<file path="src/hdl/glcm_pkg.sv">
`timescale 1ns / 1ps
`default_nettype none
package glcm_pkg;
    localparam int LEVELS     = 16;
    localparam int LVL_W      = $clog2(LEVELS);
    localparam int MAX_WIDTH  = 1024;
    localparam int MAX_HEIGHT = 1024;
    localparam int COL_W      = $clog2(MAX_WIDTH);
    localparam int ROW_W      = $clog2(MAX_HEIGHT) + 1;
    localparam int CNT_W      = 20;
    localparam int TAB_AW     = 2 + 2 * LVL_W;
    localparam int TAB_DEPTH  = 4 * LEVELS * LEVELS;
    localparam int Q_DEPTH    = 4;
    localparam int Q_AW       = $clog2(Q_DEPTH);

    localparam logic [1:0] OP_PIXEL = 2'd0;
    localparam logic [1:0] OP_READ  = 2'd1;
    localparam logic [1:0] OP_CLEAR = 2'd2;
    localparam logic [1:0] OP_RSVD  = 2'd3;

    localparam logic [1:0] CFG_WIDTH  = 2'd0;
    localparam logic [1:0] CFG_HEIGHT = 2'd1;
    localparam logic [1:0] CFG_QUANT  = 2'd2;
    localparam logic [1:0] CFG_MASK   = 2'd3;

    localparam logic [1:0] DIR_H   = 2'd0;
    localparam logic [1:0] DIR_V   = 2'd1;
    localparam logic [1:0] DIR_D45 = 2'd2;
    localparam logic [1:0] DIR_D135 = 2'd3;

    // classified command from front to back
    typedef struct packed {
        logic [1:0]       op;
        logic             done;       // pixel that ends or follows the image end, or done flag for read
        logic [3:0]       bump;       // per-direction enable
        logic [LVL_W-1:0] q;
        logic [LVL_W-1:0] left;
        logic [LVL_W-1:0] above;
        logic [LVL_W-1:0] upleft;
        logic [LVL_W-1:0] upright;
        logic [1:0]       dir;
        logic [LVL_W-1:0] a;
        logic [LVL_W-1:0] b;
    } t_cmd;
endpackage
`default_nettype wire

</file>
<file path="src/hdl/glcm_queue.sv">
`timescale 1ns / 1ps
`default_nettype none
module glcm_queue
    import glcm_pkg::*;
(
    input  wire logic i_clk,
    input  wire logic i_rst_n,
    input  wire logic i_push,
    input  t_cmd      i_data,
    output logic      o_full,
    output logic      o_empty,
    input  wire logic i_pop,
    output t_cmd      o_data
);
    t_cmd          r_mem [Q_DEPTH];
    logic [Q_AW:0] r_wp, r_rp;

    assign o_empty = (r_wp == r_rp);
    assign o_full  = (r_wp[Q_AW] != r_rp[Q_AW]) && (r_wp[Q_AW-1:0] == r_rp[Q_AW-1:0]);
    assign o_data  = r_mem[r_rp[Q_AW-1:0]];

    always_ff @(posedge i_clk) begin
        if (i_push) begin
            r_mem[r_wp[Q_AW-1:0]] <= i_data;
        end
    end

    always_ff @(posedge i_clk) begin
        if (!i_rst_n) begin
            r_wp <= '0;
            r_rp <= '0;
        end else begin
            if (i_push) begin
                r_wp <= r_wp + 1'b1;
            end
            if (i_pop) begin
                r_rp <= r_rp + 1'b1;
            end
        end
    end
endmodule
`default_nettype wire

</file>
<file path="config.mk">
export PLATFORM = sky130hd
export DESIGN_NAME = glcm_queue
export DESIGN_NICKNAME = d
export VERILOG_FILES = /design/src/hdl/glcm_pkg.sv /design/src/hdl/glcm_queue.sv
export SDC_FILE = /design/constraint.sdc
export NUM_CORES = 1
export LEC_CHECK = 0
export BUFFER_PORTS_ARGS = -buffer_cell sky130_fd_sc_hd__buf_4
export CORE_MARGIN = 1
export CORE_UTILIZATION = 60
export CTS_CLUSTER_DIAMETER = 150
export CTS_CLUSTER_SIZE = 14
export DETAILED_ROUTE_END_ITERATION = 16
export PLACE_DENSITY = 0.82
export SYNTH_ARGS = -nofsm -noshare
export SYNTH_HDL_FRONTEND = slang
export SYNTH_SLANG_ARGS = --single-unit
</file>
<file path="constraint.sdc">
create_clock -name i_clk -period 5.92 [get_ports i_clk]
set_input_delay 0.592 -clock i_clk [delete_from_list [all_inputs] [get_ports i_clk]]
set_output_delay 0.592 -clock i_clk [all_outputs]
set_load 0.1 [all_outputs]
</file>
Yosys cells after proc, flatten, opt, wreduce, memory -nomap -nowiden --
Memories as Yosys holds them, arrays and structs flattened. A register that Yosys moved wholly into a read port is not among the register bits. Cells that the tools add are included.
Cells by class: reduce and logical (&&, ||, !) cells 1, magnitude comparators 0, muxes and demuxes 4, eq/ne operators 3, divide/modulo/power cells 0, shifts and indexed selects 0, $add $sub $neg 2, multipliers 0, bitwise logic cells 0
Operators by type and width (count):
- $add A3 B1 Y3 const B | 2
- $mux W2 | 2
- $eq A3 B3 Y1 | 1
- $eq A2 B2 Y1 | 1
- $mux W1 | 2
- $logic_and A1 B1 Y1 | 1
- $ne A1 B1 Y1 | 1
Storage, ports and cells: register bits after elaboration 6, memories kept 1, word-level logic and storage cells 13, input bits 41, bits in latches 0, memory bits (read-only) 0, bits in writable memories 148, output and inout bits 39
Memory list:
- r_mem | depth 4, width 37, rd ports 1, clocked after memory_dff 1, wr ports 1, RTL line glcm_queue.sv:15 | t_cmd r_mem [Q_DEPTH];

Logic depth before layout (Yosys ltp) --
word-level depth 3, mapped depth 4

Worst setup path before layout --
Ideal clock, no wire load.
path kind register -> output, start register r_wp[0], end output port o_empty, arrival time 2728 ps, setup slack 2600 ps, cell stages (with the launch flop) 3, cell sequence dfxtp_1 xor2_1 nor3b_1
Between the ends: word-level cells in the longest chain between the ends 1
Ends and longest elaborated chain:
- from (decl) | RTL line glcm_queue.sv:16 | logic [Q_AW:0] r_wp, r_rp;
- from (signal assigned) | RTL line glcm_queue.sv:34 | r_wp <= r_wp + 1'b1;
- $eq A3 B3 Y1 | RTL line glcm_queue.sv:18 | assign o_empty = (r_wp == r_rp);
- to (decl) | RTL line glcm_queue.sv:11 | output logic o_empty,
Every way passes these cells.

==> flow_summary_export.csv <==
group,metric,value,unit
routing,drc,0,
floorplan,initial_core_util,0.625,
grt,grt_pass1_vias,2688,
setup_path,cp.arrival,2650,ps
grt,grt_pass1_wl,14600,um
logic_synthesis,synth.most_common_cell,"edfxtp_1",
clock_tree,cts_tree,"yes",
logic_synthesis,ys_seq_elements,156,
setup_path,cp_max_fo,20,
routing,vias_per_cell,5.55,
placed_design,dp_hpwl,5540,um
floorplan,die-height,100,um
floorplan,rows,35,
cells_and_area,post-route-util,0.754,
cells_and_area,syn_to_final_growth,20.7,%
logic_synthesis,synth_common_cells,"edfxtp_1 (148), mux4_2 (30), dfxtp_1 (8), mux4_1 (7)",
cells_and_area,fin_cells,465,
routing,totalWireLength,9730,um
routing,first_pass_iters,4,
timing,post-route-min-period,3240,ps
cells_and_area,n_fill_cell,541,
timing,tightest_slew,991,ps
pwr,peakVddDrop,0.207,mV
logic_synthesis,synth.avg_cell_area,24.8,um^2
clock_tree,cts.root.buffer_cell,"clkbuf_8",
timing,hold_slack,280,ps
pwr,power_density,397,nW/um^2
logic_synthesis,synth_nets,280,
setup_path,critical_path_class,"reg -> out",
placed_design,io_buffers,79,
setup_path,cp.required,5330,ps
timing,setup_viol,0,
floorplan,coreArea,9280,um^2
clock_tree,clock_latency,510,ps
clock_tree,htree_levels,4,
clock_tree,cts.repair.resized,0,
timing,finalHoldViolations,0,
timing,fin_setup_tns,0,ps
cells_and_area,layout-drive-gt1-share,0.435,
placed_design,dp.cells,434,
floorplan,ios,80,
grt,antenna_found_initial,0,
routing,ant_nets,0,
hold_path,hp-class,"in -> reg",
grt,grt-ovfl-total,0,
grt,grt_max_degree,38,
placed_design,place.gp.congestion,0.671,
timing,maxSlewHeadroom,0.339,
clock_tree,cts_buffers,17,
setup_path,critPathCaptureType,"primary output",
logic_synthesis,yosys-top-cells-area,"edfxtp_1 (77%), mux4_2 (12%), mux4_1 (3.2%)",
logic_synthesis,yosysTopAreaCell,"edfxtp_1",
cells_and_area,diodes,0,
clock_tree,clock-sinks,156,
clock_tree,cts-hold-fix-buffers,0,
clock_tree,cts.path.max_buffers,2,
routing,avgRoutedWirePerCell,20.9,um
clock_tree,postCtsSetupBuffers,0,
cells_and_area,fin_nets,370,
pwr,leakagePower,2.40,nW
logic_synthesis,yosys_warnings,0,
clock_tree,clk_pin_slew,60,ps
outcome,status,"complete, no violations",
timing,slew_violations,0,
logic_synthesis,async_reset_ff_frac,0,
logic_synthesis,synth_ff_type,"edfxtp_1",
logic_synthesis,yosys.cell_types.count,21,
timing,fin_skew,4.81,ps
floorplan,die_w,100,um
routing,drt-initial-drc-count,109,
timing,rsz0062_at_grt,"no",
floorplan,die_area,10100,um^2
logic_synthesis,synth_top_area_share,0.767,
grt,grt_usage,0.211,
timing,max_freq,309,MHz
logic_synthesis,ys_seq_area_frac,0.794,
logic_synthesis,synth-edff-count,148,
routing,vias,2581,
timing,post-route-period-util,0.547,
logic_synthesis,synthesis.area,5800,um^2
logic_synthesis,synthCells,234,
setup_path,start_kind,"flop",
run,drv_cap,0,
## state kept, by name (all words and copies together) (netlist names), named ones only
register  cells
r_wp          3
r_mem       148
r_rp          3
## final cells by class
class	count	area [um^2]	area share
tap	129	161	0.0231
clock buffer	19	422	0.0603
sequential	156	4610	0.659
inverter	3	11.3	0.00161
timing repair buffer	80	601	0.0859
multi-input combinational	66	1090	0.156
clock inverter	12	101	0.0145
## report_power, final
| group | internal [mW] | leakage [nW] | switching [mW] | total, mW |
|---|---|---|---|---|
| sequential | 1.27 | 1.43 | 0.0299 | 1.30 |
| combinational | 0.134 | 0.732 | 0.393 | 0.527 |
| clock | 0.550 | 0.247 | 0.401 | 0.952 |
| total | 1.95 | 2.40 | 0.825 | 2.77 |
## cell families (layout without fill, tap and decap cells)
| logic type | count (synthesis) | in the layout | share of synthesized area |
|---|---|---|---|
| flops | 156 | 156 | 0.794 |
| mux | 39 | 39 | 0.152 |
| simple gates | 13 | 13 | 0.0123 |
| buf+inv | 12 | 114 | 0.0183 |
| fa+ha+maj | 5 | 5 | 0.0108 |
| xor+xnor | 5 | 5 | 0.00755 |
| compound gates | 4 | 4 | 0.00518 |
## placed cells by master (no fill, tap or decap), drive strengths merged, types with 2 or more instances in the layout
cell type	instances
dfxtp	8
clkbuf	19
nor2	5
buf	80
xor2	2
nand3b	2
edfxtp	148
mux4	37
clkinv	7
a21oi	2
a21bo	2
and2	4
clkinvlp	4
mux2i	2
xnor2	3
ha	5
inv	3
## metal layers
layer,vias to the layer above,part of all wire,track usage
li1,1162,-,-
met1,1307,0.41,0.262
met2,98,0.52,0.340
met3,14,0.052,0.0634
met4,0,0.023,0.109
met5,-,0,0
## per-stage QoR
step | setup WS (ps) | total power, mW | area [um^2]
after floorplan | 2600 | 1.73 | 5800
after global placement | 3140 | 1.84 | 6470
after detailed placement | 3120 | 1.85 | 6470
after CTS | 2570 | 2.79 | 7000
after global routing | 2510 | 2.86 | 7000
final | 2680 | 2.77 | 7000
## worst paths after layout
check | start | endpoint | slack, ps | cells after the start
hold / removal | i_data[23] | r_mem[2][23] | 280 | 1
setup / recovery | flop | o_data[35] | 2680 | 3
hold reg to reg | r_wp[2] | r_wp[2] | 560 | 2
setup reg to reg | r_wp[0] | r_mem[3][4] | 4060 | 2
## critical path: stages (launching register included)
cell and delay, ps:
dfxtp_2 740, buf_4 500, mux4_1 640, buf_4 260
Note: power is estimated with default switching activity, not from simulation.
